**src/rtl/core/pmc_pkg.sv**
```systemverilog
`timescale 1ns / 1ps

package pmc_pkg;

    localparam int MAX_VERTICES_DEF = 16;

    localparam int VTX_W   = 4;
    localparam int NCNT_W  = 5;
    localparam int COUNT_W = 21;

    localparam int IN_A_LSB = 0;
    localparam int IN_B_LSB = IN_A_LSB + VTX_W;
    localparam int IN_N_LSB = IN_B_LSB + VTX_W;
    localparam int IN_TDATA_W  = ((IN_N_LSB + NCNT_W + 7) / 8) * 8;
    localparam int OUT_TDATA_W = ((COUNT_W + 7) / 8) * 8;

    localparam logic OP_ADD_EDGE = 1'b0;
    localparam logic OP_COUNT    = 1'b1;

endpackage

```
**src/rtl/core/perfect_matching_counter.sv**
```systemverilog
`timescale 1ns / 1ps
// Perfect matching counter.
// Input stream (s): one transaction per item. tuser is the operation:
//   add edge  - tdata carries vertex_a and vertex_b; sets one adjacency bit
//               for two distinct vertices and produces no output.
//   count     - tdata carries vertex_count; the block runs a backtracking
//               search over the loaded graph, emits the number of perfect
//               matchings on the output stream, then clears the graph.
// Output stream (m): one transaction per count item, pairing_count in tdata.
// The search steps through the nodes of the search tree with one shared
// priority-search unit that finds either the lowest free vertex or the next
// free neighbour.
// o_s_tready is high only while the search is idle, so one count is in work at
// a time; a finished count waits in the output register while the next input
// transaction is taken. If the receiver stalls, the search holds its result
// until the output register is free.
// Synchronous reset clears the graph, the search control and the output valid.
module perfect_matching_counter #(
    parameter int MAX_VERTICES = pmc_pkg::MAX_VERTICES_DEF
) (
    input  logic                             i_clk,
    input  logic                             i_rst_n,
    input  logic                             i_s_tvalid,
    output logic                             o_s_tready,
    // [3:0] vertex_a, [7:4] vertex_b, [12:8] vertex_count, [15:13] zero
    input  logic [pmc_pkg::IN_TDATA_W-1:0]   i_s_tdata,
    // [0] operation
    input  logic                             i_s_tuser,
    output logic                             o_m_tvalid,
    input  logic                             i_m_tready,
    // [20:0] pairing_count, [23:21] zero
    output logic [pmc_pkg::OUT_TDATA_W-1:0]  o_m_tdata
);

    localparam int VW   = $clog2(MAX_VERTICES);
    localparam int CW   = $clog2(MAX_VERTICES + 1);
    localparam int HALF = MAX_VERTICES / 2;
    localparam int SW   = (HALF > 1) ? $clog2(HALF) : 1;
    localparam int DW   = $clog2(HALF + 1);

    localparam logic [2:0] S_IDLE = 3'd0;
    localparam logic [2:0] S_FREE = 3'd1;
    localparam logic [2:0] S_PART = 3'd2;
    localparam logic [2:0] S_POP  = 3'd3;
    localparam logic [2:0] S_DONE = 3'd4;

    logic [2:0]                   r_state, n_state;
    logic [MAX_VERTICES-1:0]      r_adj [MAX_VERTICES];
    logic [MAX_VERTICES-1:0]      r_mask;
    logic [VW-1:0]                r_stk_f [HALF];
    logic [VW-1:0]                r_stk_p [HALF];
    logic [DW-1:0]                r_depth;
    logic [pmc_pkg::COUNT_W-1:0]  r_acc;
    logic [VW-1:0]                r_f;
    logic [CW-1:0]                r_start;
    logic [CW-1:0]                r_n;
    logic                         r_out_valid;
    logic [pmc_pkg::COUNT_W-1:0]  r_out_data;

    logic [pmc_pkg::VTX_W-1:0]    in_a, in_b, in_lo, in_hi;
    logic [pmc_pkg::NCNT_W-1:0]   in_n;
    logic [CW-1:0]                in_n_sat;
    logic                         in_fire, edge_ok;

    logic [MAX_VERTICES-1:0]      nmask, u_cand, u_vec;
    logic [CW-1:0]                u_start;
    logic                         u_hit;
    logic [VW-1:0]                u_idx;
    logic [DW-1:0]                depth_m1;
    logic [SW-1:0]                pop_idx, push_idx;
    logic                         out_free;

    assign in_a  = i_s_tdata[pmc_pkg::IN_A_LSB +: pmc_pkg::VTX_W];
    assign in_b  = i_s_tdata[pmc_pkg::IN_B_LSB +: pmc_pkg::VTX_W];
    assign in_n  = i_s_tdata[pmc_pkg::IN_N_LSB +: pmc_pkg::NCNT_W];
    assign in_lo = (in_a < in_b) ? in_a : in_b;
    assign in_hi = (in_a < in_b) ? in_b : in_a;
    assign edge_ok = (in_a != in_b) && (int'(in_a) < MAX_VERTICES)
                     && (int'(in_b) < MAX_VERTICES);
    assign in_n_sat = (int'(in_n) > MAX_VERTICES) ? CW'(MAX_VERTICES) : CW'(in_n);

    assign o_s_tready = (r_state == S_IDLE);
    assign in_fire    = i_s_tvalid && o_s_tready;
    assign out_free   = !r_out_valid || i_m_tready;

    assign depth_m1 = r_depth - DW'(1);
    assign pop_idx  = depth_m1[SW-1:0];
    assign push_idx = r_depth[SW-1:0];

    // shared search unit: lowest candidate at or above u_start
    always_comb begin
        u_start = (r_state == S_PART) ? r_start : '0;
        for (int v = 0; v < MAX_VERTICES; v++) begin
            nmask[v] = CW'(v) < r_n;
        end
        u_cand = ~r_mask & nmask;
        if (r_state == S_PART) begin
            u_cand = u_cand & r_adj[r_f];
        end
        for (int v = 0; v < MAX_VERTICES; v++) begin
            u_vec[v] = u_cand[v] && (CW'(v) >= u_start);
        end
        u_hit = |u_vec;
        u_idx = '0;
        for (int v = MAX_VERTICES - 1; v >= 0; v--) begin
            if (u_vec[v]) begin
                u_idx = VW'(v);
            end
        end
    end

    always_comb begin
        n_state = r_state;
        case (r_state)
            S_IDLE: begin
                if (in_fire && i_s_tuser == pmc_pkg::OP_COUNT) begin
                    n_state = S_FREE;
                end
            end
            S_FREE:  n_state = u_hit ? S_PART : S_POP;
            S_PART:  n_state = u_hit ? S_FREE : S_POP;
            S_POP:   n_state = (r_depth == '0) ? S_DONE : S_PART;
            S_DONE:  n_state = out_free ? S_IDLE : S_DONE;
            default: n_state = S_IDLE;
        endcase
    end

    always_ff @(posedge i_clk) begin
        if (!i_rst_n) begin
            r_state     <= S_IDLE;
            r_mask      <= '0;
            r_depth     <= '0;
            r_acc       <= '0;
            r_out_valid <= 1'b0;
            for (int r = 0; r < MAX_VERTICES; r++) begin
                r_adj[r] <= '0;
            end
        end else begin
            r_state <= n_state;
            if (r_state == S_DONE && out_free) begin
                r_out_valid <= 1'b1;
            end else if (i_m_tready) begin
                r_out_valid <= 1'b0;
            end
            case (r_state)
                S_IDLE: begin
                    if (in_fire) begin
                        if (i_s_tuser == pmc_pkg::OP_ADD_EDGE) begin
                            if (edge_ok) begin
                                r_adj[in_lo[VW-1:0]][in_hi[VW-1:0]] <= 1'b1;
                            end
                        end else begin
                            r_n     <= in_n_sat;
                            r_mask  <= '0;
                            r_depth <= '0;
                            r_acc   <= '0;
                        end
                    end
                end
                S_FREE: begin
                    if (u_hit) begin
                        r_f     <= u_idx;
                        r_start <= CW'(u_idx) + CW'(1);
                    end else begin
                        r_acc <= r_acc + pmc_pkg::COUNT_W'(1);
                    end
                end
                S_PART: begin
                    if (u_hit) begin
                        r_stk_f[push_idx] <= r_f;
                        r_stk_p[push_idx] <= u_idx;
                        r_depth           <= r_depth + DW'(1);
                        r_mask            <= r_mask | (MAX_VERTICES'(1) << r_f)
                                             | (MAX_VERTICES'(1) << u_idx);
                    end
                end
                S_POP: begin
                    if (r_depth != '0) begin
                        r_depth <= depth_m1;
                        r_f     <= r_stk_f[pop_idx];
                        r_start <= CW'(r_stk_p[pop_idx]) + CW'(1);
                        r_mask  <= r_mask & ~((MAX_VERTICES'(1) << r_stk_f[pop_idx])
                                              | (MAX_VERTICES'(1) << r_stk_p[pop_idx]));
                    end
                end
                S_DONE: begin
                    if (out_free) begin
                        r_out_data  <= r_acc;
                        r_mask      <= '0;
                        r_depth     <= '0;
                        for (int r = 0; r < MAX_VERTICES; r++) begin
                            r_adj[r] <= '0;
                        end
                    end
                end
                default: ;
            endcase
        end
    end

    assign o_m_tvalid = r_out_valid;
    assign o_m_tdata  = pmc_pkg::OUT_TDATA_W'(r_out_data);

endmodule

```
**config.mk**
```make
export PLATFORM = sky130hd
export DESIGN_NAME = perfect_matching_counter
export DESIGN_NICKNAME = d
export VERILOG_FILES = /design/src/rtl/core/pmc_pkg.sv /design/src/rtl/core/perfect_matching_counter.sv
export SDC_FILE = /design/constraint.sdc
export NUM_CORES = 1
export LEC_CHECK = 0
export BUFFER_PORTS_ARGS = -buffer_cell sky130_fd_sc_hd__buf_2
export CAP_MARGIN = 20
export CORE_MARGIN = 5
export CORE_UTILIZATION = 41
export CTS_BUF_LIST = sky130_fd_sc_hd__clkbuf_8
export DETAILED_ROUTE_END_ITERATION = 6
export HOLD_SLACK_MARGIN = 0.15
export MAX_ROUTING_LAYER = met4
export PLACE_DENSITY = 0.65
export SYNTH_ARGS = -nofsm -noshare
export SYNTH_HDL_FRONTEND = slang
export SYNTH_SLANG_ARGS = --single-unit
```
**constraint.sdc**
```tcl
create_clock -name i_clk -period 6.3 [get_ports i_clk]
set_clock_uncertainty 0.2 [all_clocks]
set_input_delay 0.63 -clock i_clk [delete_from_list [all_inputs] [get_ports i_clk]]
set_output_delay 0.63 -clock i_clk [all_outputs]
set_load 0.005 [all_outputs]
```
==> impl_metrics.tcl <==
set metrics [dict create \
    status "completed" \
    crit_path_max_fanout 19 \
    wl_per_cell_um 20.4 \
    clkSinkCount 404 \
    dp_hpwl_mm 31.5 \
    row_count 76 \
    antenna-diode-count 0 \
    ys_types 76 \
    max_stage_delay_ns 0.85 \
    grt_pass1_wl_mm 75.9 \
    finalSetupTns_ns 0 \
    setup.worst_path.class "reg -> reg" \
    final_common_cell "dfxtp_1" \
    die_h_um 218 \
    leakagePower_nw 6.90 \
    required_ns 6.61 \
    drtIter0Drc 1575 \
    final_nets 1795 \
    ir_drop_mv 0.175 \
    synthArstFlopShare_pct 0 \
    powerDensity_nw_per_um2 276 \
    rsz0062_at_grt "false" \
    initial_utilization_pct 41.4 \
    grt_start_max_net_pins 257 \
    cts_tree "done" \
    synth_area_um2 17800 \
    yosysSeqAreaShare_pct 50.9 \
    worstMarginPinSlew_ns 1.14 \
    grt_pass1_vias 13300 \
    drtPass1Iterations 5 \
    arrival_ns 4.97 \
    drc_errors 0 \
    cts-buffers-inserted 67 \
    post_cts_resized 0 \
    hold_viol 0 \
    cts-root-buf "clkbuf_8" \
    drive_above_1_share_pct 13.7 \
    yosys_register_bits 404 \
    drv_cap 0 \
    antenna_left 0 \
    end_kind "flop" \
    die_x_um 218 \
    vias_per_cell 5.86 \
    place.gp.congestion 0.931 \
    area_delta_synth_final_pct 11.0 \
    cp_slowest_cell "o21ai_0" \
    grt_remaining_overflow 0 \
    cts.htree.levels 3 \
    avgSynthCellArea_um2 10.1 \
    slew_violations 0 \
    hp-class "in -> reg" \
    insertion_delay_ns 0.62 \
    timing.final.crit_period_ns 4.66 \
    final.fill_count 4033 \
    post-place-ws_ns 1.66 \
    cts.clk_slew.worst_paths_ns 0.06 \
    pin_count 47 \
    cp_top_family "compound AO/OA/AOI/OAI gates" \
    mostFrequentLayoutCells "dfxtp_1 (302), nand2_1 (236), o21ai_0 (192), edfxtp_1 (99), nor2_1 (93)" \
    max_freq_mhz 215 \
    min_period_over_period_pct 74.0 \
    synth_ff_type "dfxtp_1" \
    portBuffers 40 \
    die-area_um2 47700 \
    crit_chain "nor3b_2, buf_4, nand2_1, a211oi_1, a211oi_1, nor4_4, nand4_4, o21ai_0, o21ai_0, a21oi_1" \
    dp.cells 2277 \
    yosys_warnings 0 \
    routed_wl_mm 48.8 \
    syn_inst 1757 \
    gr-usage-all-layers_pct 20.6 \
    finalNonFillerCells 2394 \
    core_region_area_um2 43100 \
    synth_edf_count 99 \
    setup_violations 0 \
    vias 14000 \
    slew_headroom_pct 23.6 \
    antenna_found_initial 1 \
    start_kind "flop" \
    total_power_mw 5.45 \
    fin_ws_ns 1.64 \
    path_buf_inv 1 \
    clockBufferDepth 3 \
]
## routing by layer
layer	up-vias	share of wire (%)	global-route usage, %
li1	6524	-	-
met1	6864	45	28.0
met2	527	45	31.1
met3	109	6.8	4.14
met4	0	2.8	6.76
met5	-	0	-
## worst register-to-register path, cell delays in order, from the launching register on
cell and delay (ns):
dfxtp_1 0.66, nor3b_2 0.49, buf_4 0.30, nand2_1 0.21, a211oi_1 0.40, a211oi_1 0.22, nor4_4 0.45, nand4_4 0.39
o21ai_0 0.86, o21ai_0 0.21, a21oi_1 0.17
## synth_stat cells, types with 4 or more instances
library cell	instances	area share, %
dfxtp_1	305	34
nand2_1	236	5.0
o21ai_0	192	5.4
edfxtp_1	99	17
clkbuf_1	98	2.1
nor2_1	93	2.0
a22o_1	92	4.5
mux2i_1	69	3.9
a21oi_1	46	1.3
mux4_2	45	5.7
nor3_1	38	1.1
inv_1	30	0.63
nand3_1	30	0.84
nor2b_1	27	0.95
a31oi_1	22	0.77
mux2_2	22	1.4
nand2b_1	22	0.77
nand4_1	18	0.63
o22ai_1	18	0.63
a211oi_1	17	0.72
a22oi_1	16	0.67
and2_1	12	0.42
o31ai_1	12	0.51
ha_1	11	0.77
nor4_1	11	0.39
a311oi_1	10	0.49
buf_4	10	0.42
buf_6	10	0.63
or3_1	10	0.35
xnor2_1	10	0.49
o21a_1	9	0.38
buf_2	8	0.22
a221oi_1	7	0.34
or2_2	6	0.21
or4_1	6	0.25
buf_1	5	0.11
a211o_1	4	0.20
a41o_1	4	0.22
o211ai_1	4	0.17
o32ai_1	4	0.20
## repair_timing
item                                   in CTS  in global routing
endpoints found under the hold margin       2                  0
buffers inserted                            0                  0
hold buffers                                2                  0
## stage by stage
step	util, %	hold WS, ns	area (µm²)
4_1_cts	45.9	0.161	19800
5_1_grt	45.9	0.190	19800
3_3_place_gp	42.8	0.226	18400
2_1_floorplan	-	0.214	17800
3_5_place_dp	42.8	0.234	18400
6_report	45.9	0.205	19800
## state kept, by name, summed over array words and instances (netlist names), named ones only
name	cells
r_stk_p	32
r_stk_f	32
r_start	5
o_m_tvalid	1
r_adj	256
r_state	3
r_mask	16
r_depth	4
r_f	4
r_out_data	21
r_acc	21
r_n	5
## area by class of cell
type / instances / area [µm²] / area share, %
clock buffers: 84 / 1160 / 5.85
flip-flops and latches: 404 / 9080 / 45.9
repair buffers: 66 / 425 / 2.15
clock inverters: 31 / 179 / 0.905
well taps: 585 / 732 / 3.70
inverters: 33 / 124 / 0.627
multi-input cells: 1191 / 8070 / 40.8
## logic make-up after synthesis
kind of cell,count (synthesis),synth area share (%)
AOI/OAI and AO/OA,492,18.2
buffers and inverters,164,4.14
muxes,137,11.0
DFF,404,50.9
other,1,0.0210
and+or+nand+nor,536,14.3
adders and majority gates,11,0.772
xor gates and xnor gates,12,0.590
## power by group
part / switching (mW) / internal, mW
Clock: 1.03 / 1.28
Combinational: 0.301 / 0.137
Sequential: 0.0453 / 2.67
## final timing paths
| kind | start | end | slack (ns) | cells after the start |
|---|---|---|---|---|
| setup / recovery | r_state[1]$_SDFFE_PN0P_ | r_depth[2]$_SDFFE_PN0P_ | 1.64 | 10 |
| hold / removal | i_s_tdata[10] | r_n[2]$_SDFFCE_PN0P_ | 0.21 | 2 |
| setup reg to reg | r_state[1]$_SDFFE_PN0P_ | r_depth[2]$_SDFFE_PN0P_ | 1.64 | 10 |
| hold reg to reg | r_adj[14][8]$_DFF_P_ | r_adj[14][8]$_DFF_P_ | 0.25 | 2 |
Power figures use the tool's default switching activity.
